`src/design/edp_pkg.sv`:
```
`timescale 1ns / 1ps
// ----------------------------------------------------------------------------
// edp_pkg
// Types, constants and helpers shared by the entropy difference pooling block.
// ----------------------------------------------------------------------------
package edp_pkg;

  // fixed point format
  localparam int FRAC_BITS = 16;
  localparam int ENT_W     = 32;
  localparam int VAR_W     = 31;
  localparam int SUM_W     = 48;
  localparam int SCORE_W   = 32;
  localparam int CFG_IDX_W = 1;
  localparam int CFG_DAT_W = 32;

  // log2 argument: 4.0 + mixed variance in quarter units, FRAC_BITS+2 fraction bits
  localparam int XW       = VAR_W + 3;
  localparam int MW       = 31;
  localparam int SHIFT_W  = 4;
  localparam int INT_MAX  = XW - 1 - (FRAC_BITS + 2);
  localparam int W_W      = SHIFT_W + FRAC_BITS;
  localparam int PROD_W   = ENT_W + W_W + 1;
  localparam int MAG_W    = PROD_W + 1 - FRAC_BITS;
  localparam int ITER_W   = 6;
  localparam int MODE_W   = 3;

  localparam logic [XW-1:0] X_BASE = XW'(4) << FRAC_BITS;
  localparam logic [CFG_DAT_W-1:0] THR_RESET = 32'd3781759;

  // register indexes
  typedef enum logic [CFG_IDX_W-1:0] {
    REG_WEIGHT_MODE = 1'b0,
    REG_BASE_THR    = 1'b1
  } edp_reg_t;

  // controller states
  typedef enum logic [3:0] {
    ST_IDLE,
    ST_NORM,
    ST_SQR,
    ST_MUL,
    ST_ABS,
    ST_ACC,
    ST_DINIT,
    ST_DIV,
    ST_EMIT
  } edp_state_t;

  typedef struct packed {
    logic load;
    logic norm_step;
    logic sqr_step;
    logic sqr_first;
    logic mul;
    logic absd;
    logic acc;
    logic div_init;
    logic div_step;
    logic emit;
  } edp_cmd_t;

  typedef struct packed {
    logic norm_done;
    logic skip;
    logic last;
    logic out_free;
  } edp_status_t;

  typedef struct packed {
    logic       valid;
    logic [2:0] ar;
    logic [2:0] ad;
  } edp_weights_t;

  // quarter weight of the reference variance in each term
  function automatic edp_weights_t mode_weights(input logic [MODE_W-1:0] mode);
    edp_weights_t w;
    w = '{valid: 1'b1, ar: 3'd4, ad: 3'd0};
    case (mode)
      3'd0: w = '{valid: 1'b1, ar: 3'd4, ad: 3'd0};
      3'd1: w = '{valid: 1'b1, ar: 3'd4, ad: 3'd4};
      3'd2: w = '{valid: 1'b1, ar: 3'd0, ad: 3'd0};
      3'd3: w = '{valid: 1'b1, ar: 3'd2, ad: 3'd2};
      3'd4: w = '{valid: 1'b1, ar: 3'd4, ad: 3'd2};
      3'd5: w = '{valid: 1'b1, ar: 3'd4, ad: 3'd3};
      3'd6: w = '{valid: 1'b1, ar: 3'd4, ad: 3'd1};
      default: w = '{valid: 1'b0, ar: 3'd0, ad: 3'd0};
    endcase
    return w;
  endfunction

  // log argument for quarter weight a of rv and 4-a of dv
  function automatic logic [XW-1:0] log_arg(input logic [VAR_W-1:0] rv,
                                            input logic [VAR_W-1:0] dv,
                                            input logic [2:0] a);
    logic [XW-1:0] pr;
    logic [XW-1:0] pd;
    pr = XW'(rv) * XW'(a);
    pd = XW'(dv) * XW'(3'd4 - a);
    return X_BASE + pr + pd;
  endfunction

endpackage

```
`src/design/edp_ctrl.sv`:
```
`timescale 1ns / 1ps
// ----------------------------------------------------------------------------
// edp_ctrl
// Sequencer for normalize, square, multiply, accumulate and divide steps.
// ----------------------------------------------------------------------------
module edp_ctrl (
  input  logic                  clk,
  input  logic                  rst_n,
  input  logic                  in_valid,
  output logic                  in_ready,
  input  edp_pkg::edp_status_t  status,
  output edp_pkg::edp_cmd_t     cmd
);
  import edp_pkg::*;

  edp_state_t         state_r, state_nxt;
  logic [ITER_W-1:0]  iter_r, iter_nxt;

  always_ff @(posedge clk) begin
    if (!rst_n) begin
      state_r <= ST_IDLE;
      iter_r  <= '0;
    end else begin
      state_r <= state_nxt;
      iter_r  <= iter_nxt;
    end
  end

  // next state and commands
  always_comb begin
    state_nxt = state_r;
    iter_nxt  = iter_r;
    cmd       = '0;
    in_ready  = 1'b0;
    case (state_r)
      ST_IDLE: begin
        in_ready = 1'b1;
        if (in_valid) begin
          cmd.load  = 1'b1;
          state_nxt = ST_NORM;
        end
      end
      ST_NORM: begin
        iter_nxt = '0;
        if (status.skip) begin
          state_nxt = ST_ACC;
        end else if (status.norm_done) begin
          state_nxt = ST_SQR;
        end else begin
          cmd.norm_step = 1'b1;
        end
      end
      ST_SQR: begin
        cmd.sqr_step  = 1'b1;
        cmd.sqr_first = (iter_r == '0);
        iter_nxt      = iter_r + 1'b1;
        if (iter_r == ITER_W'(FRAC_BITS - 1)) begin
          state_nxt = ST_MUL;
        end
      end
      ST_MUL: begin
        cmd.mul   = 1'b1;
        state_nxt = ST_ABS;
      end
      ST_ABS: begin
        cmd.absd  = 1'b1;
        state_nxt = ST_ACC;
      end
      ST_ACC: begin
        cmd.acc   = 1'b1;
        state_nxt = status.last ? ST_DINIT : ST_IDLE;
      end
      ST_DINIT: begin
        cmd.div_init = 1'b1;
        iter_nxt     = '0;
        state_nxt    = ST_DIV;
      end
      ST_DIV: begin
        cmd.div_step = 1'b1;
        iter_nxt     = iter_r + 1'b1;
        if (iter_r == ITER_W'(SUM_W - 1)) begin
          state_nxt = ST_EMIT;
        end
      end
      ST_EMIT: begin
        if (status.out_free) begin
          cmd.emit  = 1'b1;
          state_nxt = ST_IDLE;
        end
      end
      default: state_nxt = ST_IDLE;
    endcase
  end

endmodule

```
`config.mk`:
```
export PLATFORM = sky130hd
export DESIGN_NAME = edp_ctrl
export DESIGN_NICKNAME = d
export VERILOG_FILES = /design/src/design/edp_pkg.sv /design/src/design/edp_ctrl.sv
export SDC_FILE = /design/constraint.sdc
export NUM_CORES = 1
export LEC_CHECK = 0
export BUFFER_PORTS_ARGS = -buffer_cell sky130_fd_sc_hd__buf_2
export CORE_UTILIZATION = 35
export DETAILED_ROUTE_END_ITERATION = 12
export PLACE_DENSITY_LB_ADDON = 0.05
export SYNTH_ARGS = -nofsm -noshare
export SYNTH_HDL_FRONTEND = slang
export SYNTH_SLANG_ARGS = --single-unit
```
`constraint.sdc`:
```
create_clock -name clk -period 3.1 [get_ports clk]
set_input_delay 0.465 -clock clk [delete_from_list [all_inputs] [get_ports clk]]
set_output_delay 0.465 -clock clk [all_outputs]
set_load 0.03 [all_outputs]
```
# Word level (Yosys, flattened, before mapping)
# Index checks and enable logic that the tools add are counted.
classes:
  n_addsub: 1
  n_eq_ne: 15
  n_mux: 23
  n_reduce_logical: 6
ops:
  columns: ["operator", "n"]
  rows:
  - ["$pmux 4 s9", 1]
  - ["$mux 4", 6]
  - ["$eq 4x3->1 const B", 4]
  - ["$mux 1", 13]
  - ["$pmux 6 s2", 1]
  - ["$eq 4x2->1 const B", 2]
  - ["$ne 2x2->1 const B", 4]
  - ["$add 6x1->6 const B", 1]
  - ["$eq 6x4->1 const B", 1]
  - ["$eq 6x6->1 const B", 1]
  - ["$logic_not 6->1", 1]
  - ["$reduce_and 5->1", 1]
  - ["$eq 4x1->1 const B", 1]
  - ["$eq 4x4->1 const B", 1]
  - ["$logic_not 4->1", 1]
  - ["$reduce_or 2->1", 2]
  - ["$mux 3", 1]
  - ["$ne 3x3->1 const B", 1]
  - ["$mux 2", 1]
  - ["$reduce_bool 2->1", 1]
totals:
  reg_bits: 10
  output_inout_bits: 11

# Logic depth before layout (Yosys ltp)
# Gate-level depths: netlist (run 1).
depth:
  depth_word: 3
  ltp_mapped: 5

# Worst setup path before layout (run 1)
# OpenSTA, ideal clock, no wires.
synth_timing:
  kind: "register to output"
  start: "register state_r[2]"
  end: "output cmd[9] (netlist name)"
  arrival_time_ns: 1.990
  required_ns: 2.635
  setup_slack_ns: 0.645
  path_stages_with_launch: 4
  n_path_buf: 1
  path_cell_list: "dfxtp_1 buf_2 nor4_1 and2_1"
synth_rtl:
  columns: ["item", "line_no", "rtl"]
  rows:
  - ["from (decl)", "edp_ctrl.sv:16", "edp_state_t state_r, state_nxt;"]
  - ["from (signal assigned)", "edp_ctrl.sv:24", "state_r <= state_nxt;"]
  - ["to (decl)", "edp_ctrl.sv:12", "output edp_pkg::edp_cmd_t cmd"]

==> impl_results.rst, run 1 <==
.. list-table::
   :header-rows: 1

   * - Metric
     - Value
   * - Finished Cell Area
     - 853.3 um2
   * - Fraction of synthesized cell area taken by the top area cell type
     - 0.2735
   * - I/O pins
     - 18
   * - Switching fraction of total power
     - 0.5116
   * - Worst Skew
     - 0.0005121 ns
   * - Pwr Total
     - 679.7 uW
   * - Share of the clock period used by the worst path after layout
     - 0.7168
   * - Worst hold slack after final layout
     - 0.5167 ns
   * - Share of total power in combinational logic
     - 0.549
   * - Max-slew headroom
     - 0.6434
   * - Number of failing setup endpoints in the final timing report
     - 0
   * - Count of standard-cell rows
     - 16
   * - Post-cts hold buffer count
     - 0
   * - Full die area
     - 2278 um2
   * - Sequential Power Share
     - 0.329
   * - Number of instances in the synthesized netlist
     - 99
   * - Number of endpoints with negative hold slack in the final report
     - 0
   * - Layout overhead on the synthesized area
     - 16.58%
   * - Proportion of power drawn by the clock network
     - 0.122
   * - Max rail drop VDD
     - 335.9 uV
   * - DRC viols
     - 0
   * - Pwr per Cell Area
     - 796.6 nW/um2
   * - Type of the setup path with the least slack
     - flop to output port
   * - Nets@finish
     - 125
   * - Worst hold path type
     - flop to flop
   * - Vias in the first global route
     - 614
   * - Number of library cell types mapped by synthesis
     - 36
   * - Largest net degree at the start of global routing
     - 17
   * - Top cell type by total area after synthesis
     - sky130_fd_sc_hd__dfxtp_1
   * - Ratio of cells with drive above 1 in the final layout
     - 0.2281
   * - Routability Congestion
     - 0.8623
   * - Final total negative setup slack
     - 0 ns
   * - Post-detailed-routing wire length
     - 1759 um
   * - Nature of the critical path endpoint
     - output port
   * - TritonCTS buffer count
     - 3
   * - Placeable Area
     - 1962 um2
   * - Run status
     - finished clean
   * - Clock tree from TritonCTS
     - yes
   * - Nets in the synthesized netlist
     - 108
   * - Drt pass-1 iters
     - 4
   * - Data arrival time of the critical path
     - 1.76 ns
   * - Syn. warnings
     - 0
   * - Time the worst path needs with I/O delays and setup
     - 2.222 ns
   * - Filler cell count in the final layout
     - 232
   * - Cell area reported after detailed placement
     - 830.8 um2
   * - Max clock buf depth
     - 2
   * - Clock transition at the registers of the reported paths
     - 0.06 ns
   * - Wire length of the first global-routing pass
     - 2863 um
   * - Final max-slew violation count
     - 0
   * - Data required time of the critical path
     - 2.63 ns
   * - Port Buffers
     - 17
   * - Via-to-Cell Ratio
     - 5.284
   * - Post-synthesis sequential area ratio
     - 0.2735
   * - Number of storage elements in the synthesis netlist
     - 10
   * - Die Wd
     - 47.73 um
   * - Number of maximum-capacitance constraint violations
     - 0
   * - Mapped Area
     - 732.0 um2
   * - Worst-margin pin slew
     - 0.5342 ns
   * - Pleak
     - 0.0003616 uW
   * - Mean post-synth cell area
     - 7.393 um2
   * - Number of H-tree branching levels
     - 1
   * - Initial cell density of the core
     - 0.3731
   * - Net Switching
     - 347.7 uW
   * - Max FO, Critical Path
     - 16
   * - Die Y
     - 47.73 um
   * - Dominant cells by area after synthesis
     - sky130_fd_sc_hd__dfxtp_1 27%, sky130_fd_sc_hd__nand2b_1 6.0%, sky130_fd_sc_hd__nor2_1 5.1%, sky130_fd_sc_hd__nor3_1 4.1%, sky130_fd_sc_hd__nand2_1 3.6%
   * - Clock latency of the later-clocked register in the worst-skew pair
     - 0.26 ns
   * - Power Internal
     - 332.0 uW
   * - PostCTS Resize Cnt
     - 0
   * - RSZ-0062 raised after global routing
     - false
   * - Clock Tree Root
     - sky130_fd_sc_hd__clkbuf_4
   * - Vias post-DR
     - 745
   * - Average wire per standard cell
     - 12.48 um
   * - Number of antenna diodes
     - 0
   * - Max frequency
     - 450.0 MHz
   * - Post-detailed-route count of antenna-violating nets
     - 0
   * - Detailed Place HPWL
     - 1325 um
   * - Final global-route overflow total
     - 0
   * - Initial antenna violation count
     - 0
   * - GR Util All Layers
     - 0.1804
   * - Violation count after the first detailed-routing iteration
     - 19
   * - Sinks on Clock Net
     - 10
   * - Post CTS Setup Buffer Count
     - 0
   * - Kind of launch point of the worst setup path
     - flop
## power by group through the flow
| stage | Sequential, uW | Combinational (uW) | Clock, uW |
|---|---|---|---|
| 6_report | 224 | 373 | 83.0 |
| 5_1_grt | 233 | 405 | 93.8 |
| 4_1_cts | 223 | 374 | 86.2 |
| 3_5_place_dp | 226 | 372 | 0 |
| 3_3_place_gp | 223 | 372 | 0 |
| 2_1_floorplan | 179 | 326 | 0 |
## final timing paths
kind         startpoint  cells past startpoint         end  slack (ns)
min           iter_r[3]                      1   iter_r[3]        0.52
max          state_r[2]                      3      cmd[8]        0.88
min reg2reg   iter_r[3]                      1   iter_r[3]        0.52
max reg2reg  state_r[2]                      4  state_r[1]        1.21
## sequential cells by signal (all words and copies together), names as in the netlist
name / count
iter_r: 6
state_r: 4
## layout by cell type, fill, tap and decap left out, types with 3 or more instances in the layout
cell type / count
sky130_fd_sc_hd__nand3_1: 5
sky130_fd_sc_hd__inv_1: 6
sky130_fd_sc_hd__nor2_1: 10
sky130_fd_sc_hd__nor4_1: 3
sky130_fd_sc_hd__clkbuf_4: 3
sky130_fd_sc_hd__nand2_1: 7
sky130_fd_sc_hd__a21oi_1: 5
sky130_fd_sc_hd__buf_2: 17
sky130_fd_sc_hd__dfxtp_1: 10
sky130_fd_sc_hd__nor3_1: 6
sky130_fd_sc_hd__o21ai_0: 4
sky130_fd_sc_hd__nand2b_1: 7
## worst max-delay path: stages (launching register included)
cell	delay (ns)
sky130_fd_sc_hd__dfxtp_1	0.47
sky130_fd_sc_hd__or4_1	0.60
sky130_fd_sc_hd__nor2_2	0.19
sky130_fd_sc_hd__buf_2	0.23
## cell type report
cell class	instances	area, um2	area share
Clock buffer	3	22.52	0.02639
Timing Repair Buffer	17	85.08	0.09971
Tap cell	27	33.78	0.03959
Inverter	6	22.52	0.02639
Multi-Input combinational cell	78	489.2	0.5733
Sequential cell	10	200.2	0.2346
## cells by family (layout without fill, tap and decap cells)
family	after synthesis	after routing	synth area share
buffers and inverters	11	26	0.05810
and+or+nand+nor	49	49	0.3539
muxes	3	3	0.04274
xor gates and xnor gates	1	1	0.01197
adders and majority gates	2	2	0.03418
AOI/OAI and AO/OA	23	23	0.2256
DFF	10	10	0.2735
## Yosys cell counts
| library cell | n |
|---|---|
| sky130_fd_sc_hd__nand2b_1 | 7 |
| sky130_fd_sc_hd__o21ai_0 | 4 |
| sky130_fd_sc_hd__a31oi_1 | 2 |
| sky130_fd_sc_hd__a2111oi_0 | 1 |
| sky130_fd_sc_hd__nand2_1 | 7 |
| sky130_fd_sc_hd__clkbuf_1 | 3 |
| sky130_fd_sc_hd__a211oi_2 | 1 |
| sky130_fd_sc_hd__inv_1 | 6 |
| sky130_fd_sc_hd__a311oi_1 | 2 |
| sky130_fd_sc_hd__o21bai_1 | 1 |
| sky130_fd_sc_hd__a21oi_1 | 5 |
| sky130_fd_sc_hd__nor3_1 | 6 |
| sky130_fd_sc_hd__a21o_1 | 2 |
| sky130_fd_sc_hd__nand4b_1 | 1 |
| sky130_fd_sc_hd__or3b_2 | 1 |
| sky130_fd_sc_hd__o211ai_1 | 1 |
| sky130_fd_sc_hd__mux2i_1 | 2 |
| sky130_fd_sc_hd__or4_1 | 1 |
| sky130_fd_sc_hd__buf_2 | 1 |
| sky130_fd_sc_hd__dfxtp_1 | 10 |
| sky130_fd_sc_hd__xor2_1 | 1 |
| sky130_fd_sc_hd__mux2_2 | 1 |
| sky130_fd_sc_hd__a311oi_2 | 1 |
| sky130_fd_sc_hd__buf_1 | 1 |
| sky130_fd_sc_hd__nor2_1 | 10 |
| sky130_fd_sc_hd__a211oi_1 | 1 |
| sky130_fd_sc_hd__nor2b_1 | 2 |
| sky130_fd_sc_hd__nor4_1 | 3 |
| sky130_fd_sc_hd__nand3_1 | 5 |
| sky130_fd_sc_hd__and2_1 | 1 |
| sky130_fd_sc_hd__or3_1 | 1 |
| sky130_fd_sc_hd__nor2_2 | 2 |
| sky130_fd_sc_hd__o31a_1 | 1 |
| sky130_fd_sc_hd__o31ai_1 | 1 |
| sky130_fd_sc_hd__nand3b_1 | 2 |
| sky130_fd_sc_hd__ha_1 | 2 |
## per-layer routing
metal | wire length, um | up-vias | share of wire | global-route usage
met1 | 874 | 333 | 0.50 | 0.2624
met2 | 773 | 17 | 0.44 | 0.2622
met4 | 9 | 0 | 0.0051 | 0.03333
met3 | 101 | 2 | 0.057 | 0.05660
met5 | 0 | - | 0 | 0
li1 | - | 393 | - | -
## stage by stage
step | std cells | setup WS (ns) | utilization
after CTS | 141 | 0.8682 | 0.4349
after global placement | 138 | 1.161 | 0.4235
after detailed placement | 138 | 1.157 | 0.4235
after floorplan | 99 | 0.6446 | -
final | 141 | 0.8778 | 0.4349
after global routing | 141 | 0.7466 | 0.4349
Power figures use the tool's default switching activity.
==> run 2, diff against run 1 <==
--- a/config.mk
+++ b/config.mk
@@ -5,6 +5,7 @@
 export SDC_FILE = /design/constraint.sdc
 export NUM_CORES = 1
 export LEC_CHECK = 0
+export ABC_AREA = 1
 export BUFFER_PORTS_ARGS = -buffer_cell sky130_fd_sc_hd__buf_2
 export CORE_UTILIZATION = 35
 export DETAILED_ROUTE_END_ITERATION = 12
==> constraint.sdc (replaced) <==
create_clock -name clk -period 2.2 [get_ports clk]
set_input_delay 0.33 -clock clk [delete_from_list [all_inputs] [get_ports clk]]
set_output_delay 0.33 -clock clk [all_outputs]
set_load 0.03 [all_outputs]
==> run 2 against run 1 <==
  * Clock power is 47% higher
  * Sequential cell count stayed put
  * Utilization is 2.9 points higher
  * Final cell count up 12%
  * Final area is 3.1% lower
  * Count of clock-buffer cells in the layout unchanged
  * Die area decreased by 5.7%
  * Sequential power increased by 16%
  * Critical path depth up 1
  * Combinational power grew 36%
  * Sequential share of layout area grew 0.75 points
  * First-iteration DRC count grew 37%
  * Critical path type unchanged
==> impl_results.rst, run 2 <==
.. list-table::
   :header-rows: 1

   * - Metric
     - Value
   * - Run status
     - finished clean
   * - Met1 usage in global routing
     - 0.2471
   * - Kind of launch point of the worst setup path
     - flop
   * - I/O pins
     - 18
   * - Number of library cell types mapped by synthesis
     - 18
   * - Syn. warnings
     - 0
   * - Post-cts hold buffer count
     - 0
   * - Post-detailed-routing wire length
     - 1552 um
   * - Vias post-DR
     - 727
   * - Worst hold slack after final layout
     - 0.3327 ns
   * - Clock latency of the later-clocked register in the worst-skew pair
     - 0.26 ns
   * - Number of flip-flops in the largest register
     - 6
   * - Share of the clock period used by the worst path after layout
     - 0.8210
   * - Largest registers ranked by flip-flop count
     - iter_r (6), state_r (4)
   * - Most used standard cell by instance count after synthesis
     - sky130_fd_sc_hd__inv_1
   * - Final global-route overflow total
     - 0
   * - Wire length of the first global-routing pass
     - 2677 um
   * - Simple-gate share of the synthesized area
     - 0.4509
   * - Synthesized-area fraction occupied by adder cells
     - 0.03636
   * - Sequential Power Share
     - 0.292
   * - Worst Skew
     - 0.002513 ns
   * - Met3 routing resource usage after global routing
     - 0.05882
   * - Leading post-synthesis cells by instance count
     - 22 x sky130_fd_sc_hd__inv_1, 20 x sky130_fd_sc_hd__nor2_1, 15 x sky130_fd_sc_hd__nand2_1
   * - Synthesized-area fraction occupied by ao, oa, aoi and oai cells
     - 0.1018
   * - GR Util All Layers
     - 0.1735
   * - Detailed Place HPWL
     - 1244 um
   * - Most frequent cells in the layout
     - 22 x sky130_fd_sc_hd__inv_1, 20 x sky130_fd_sc_hd__nor2_1, 17 x sky130_fd_sc_hd__buf_2
   * - Time the worst path needs with I/O delays and setup
     - 1.806 ns
   * - Top FF cell, synth
     - sky130_fd_sc_hd__dfxtp_1
   * - Via-to-Cell Ratio
     - 4.601
   * - Count of standard-cell rows
     - 15
   * - Net Switching
     - 461.3 uW
   * - Share of total power in combinational logic
     - 0.571
   * - Nets@finish
     - 144
   * - Max FO, Critical Path
     - 6
   * - Nature of the critical path endpoint
     - output port
   * - DRC viols
     - 0
   * - Post CTS Setup Buffer Count
     - 0
   * - Number of flops mapped to enable cells by yosys
     - 0
   * - Post-synthesis sequential area ratio
     - 0.2909
   * - Data arrival time of the critical path
     - 1.48 ns
   * - Initial cell density of the core
     - 0.3860
   * - Post-synth ARST share
     - 0
   * - Port Buffers
     - 17
   * - Dominant combinational cell family by area after synthesis
     - simple AND/OR/NAND/NOR gates
   * - Filler cell count in the final layout
     - 205
   * - Routing layer with the top usage in global route
     - met2
   * - Max clock buf depth
     - 2
   * - Fraction of synthesized cell area taken by the top area cell type
     - 0.2909
   * - Drt pass-1 iters
     - 4
   * - Proportion of power drawn by the clock network
     - 0.137
   * - Violation count after the first detailed-routing iteration
     - 26
   * - Mapped Area
     - 688.2 um2
   * - Number of H-tree branching levels
     - 1
   * - Switching fraction of total power
     - 0.5183
   * - Sinks on Clock Net
     - 10
   * - Worst hold path type
     - primary input to flop
   * - Xor/xnor cell area share of the yosys netlist
     - 0
   * - Number of maximum-capacitance constraint violations
     - 0
   * - Vias in the first global route
     - 644
   * - Full die area
     - 2147 um2
   * - Top cell type by total area after synthesis
     - sky130_fd_sc_hd__dfxtp_1
   * - Post-detailed-route count of antenna-violating nets
     - 0
   * - Pleak
     - 0.0004519 uW
   * - Die Y
     - 46.34 um
   * - Die Wd
     - 46.34 um
   * - Top reg by flops
     - iter_r
   * - Placeable Area
     - 1783 um2
   * - Dominant cells by area after synthesis
     - sky130_fd_sc_hd__dfxtp_1 29%, sky130_fd_sc_hd__inv_1 12%, sky130_fd_sc_hd__nor2_1 11%, sky130_fd_sc_hd__nand2_1 8.2%, sky130_fd_sc_hd__a21oi_1 7.3%
   * - Area of combinational cells with multiple inputs
     - 405.4 um2
   * - Pwr per Cell Area
     - 1076 nW/um2
   * - Commonest non-fill, non-tap cell in the layout
     - sky130_fd_sc_hd__inv_1
   * - Average wire per standard cell
     - 9.823 um
   * - Clock Tree Root
     - sky130_fd_sc_hd__clkbuf_4
   * - Mux contribution to synthesized area
     - 0
   * - Number of instances in the synthesized netlist
     - 113
   * - Mean post-synth cell area
     - 6.090 um2
   * - Max-slew headroom
     - 0.8005
   * - Number of storage elements in the synthesis netlist
     - 10
   * - RSZ-0062 raised after global routing
     - false
   * - Routability Congestion
     - 0.7669
   * - Worst-margin pin slew
     - 0.2989 ns
   * - Layout overhead on the synthesized area
     - 20.18%
   * - Max frequency
     - 553.6 MHz
   * - Type of the setup path with the least slack
     - flop to output port
   * - Final max-slew violation count
     - 0
   * - Max rail drop VDD
     - 554.5 uV
   * - Power Internal
     - 428.6 uW
   * - Clock transition at the registers of the reported paths
     - 0.06 ns
   * - Ratio of cells with drive above 1 in the final layout
     - 0.2331
   * - Clock tree from TritonCTS
     - yes
   * - Final total negative setup slack
     - 0 ns
   * - PostCTS Resize Cnt
     - 0
   * - Register area
     - 200.2 um2
   * - Data required time of the critical path
     - 1.87 ns
   * - Initial antenna violation count
     - 0
   * - Number of failing setup endpoints in the final timing report
     - 0
   * - Number of antenna diodes
     - 0
   * - Nets in the synthesized netlist
     - 122
   * - Number of endpoints with negative hold slack in the final report
     - 0
   * - Global routing usage on met2
     - 0.2583
   * - TritonCTS buffer count
     - 3
   * - Largest net degree at the start of global routing
     - 9
==> run 2: changes by cell type in the layout (fill, tap and decap cells not counted), sizes merged, moves of 3 or more <==
| cell | change |
|---|---|
| nand2 | +12 |
| nor2 | +13 |
| a311oi | -3 |
| inv | +16 |
| a21oi | +5 |
| nand3 | +6 |
| nand2b | -7 |
==> run 2: logic make-up (layout without fill, tap and decap cells) <==
group	after synthesis	count (layout)
compound gates	14	14
fa+ha+maj	2	2
buf+inv	22	42
flops	10	10
simple gates	65	65
==> run 2: metal layers <==
| layer | share of wire | vias up |
|---|---|---|
| met5 | 0 | - |
| met4 | 0 | 0 |
| met3 | 0.041 | 0 |
| met2 | 0.42 | 13 |
| met1 | 0.53 | 317 |
| li1 | - | 397 |
==> run 2: worst paths after layout <==
| kind | slack [ns] | cells after the start | endpoint | from |
|---|---|---|---|---|
| min | 0.33 | 3 | iter_r[5] | rst_n |
| max reg2reg | 0.70 | 8 | state_r[0] | iter_r[1] |
| max | 0.39 | 4 | cmd[6] | state_r[2] |
| min reg2reg | 0.50 | 2 | iter_r[3] | iter_r[3] |
==> run 2: final cells by class <==
class,count,area share
Inverter,22,0.09985
Tap cell,25,0.03782
Sequential cell,10,0.2421
Timing Repair Buffer,17,0.1029
Multi-Input combinational cell,81,0.4902
Clock buffer,3,0.02723
==> run 2: stage by stage <==
stage               utilization  cell area, um2  power, uW  instances  setup slack, ns
finish                   0.4639           827.0      889.9        158           0.3937
global route             0.4639           827.0      975.1        158           0.2583
detailed placement       0.4512           804.5      775.0        155           0.6667
floorplan                     -           688.2      653.0        113           0.3727
CTS                      0.4639           827.0      900.6        158           0.3719
global placement         0.4512           804.5      782.2        155           0.6549
==> run 2: worst max-delay path, stage by stage (launching register included) <==
cell                      delay, ns
sky130_fd_sc_hd__dfxtp_1       0.35
sky130_fd_sc_hd__nor2_2        0.29
sky130_fd_sc_hd__nand2_2       0.18
sky130_fd_sc_hd__nor3_1        0.17
sky130_fd_sc_hd__buf_2         0.22
==> run 2: power groups by stage <==
| stage | clock (uW) | sequential, uW | combinational, uW |
|---|---|---|---|
| 5_1_grt | 134 | 268 | 573 |
| 6_report | 122 | 260 | 508 |
| 4_1_cts | 127 | 259 | 514 |
| 3_5_place_dp | 0 | 263 | 512 |
| 2_1_floorplan | 0 | 251 | 402 |
| 3_3_place_gp | 0 | 263 | 519 |
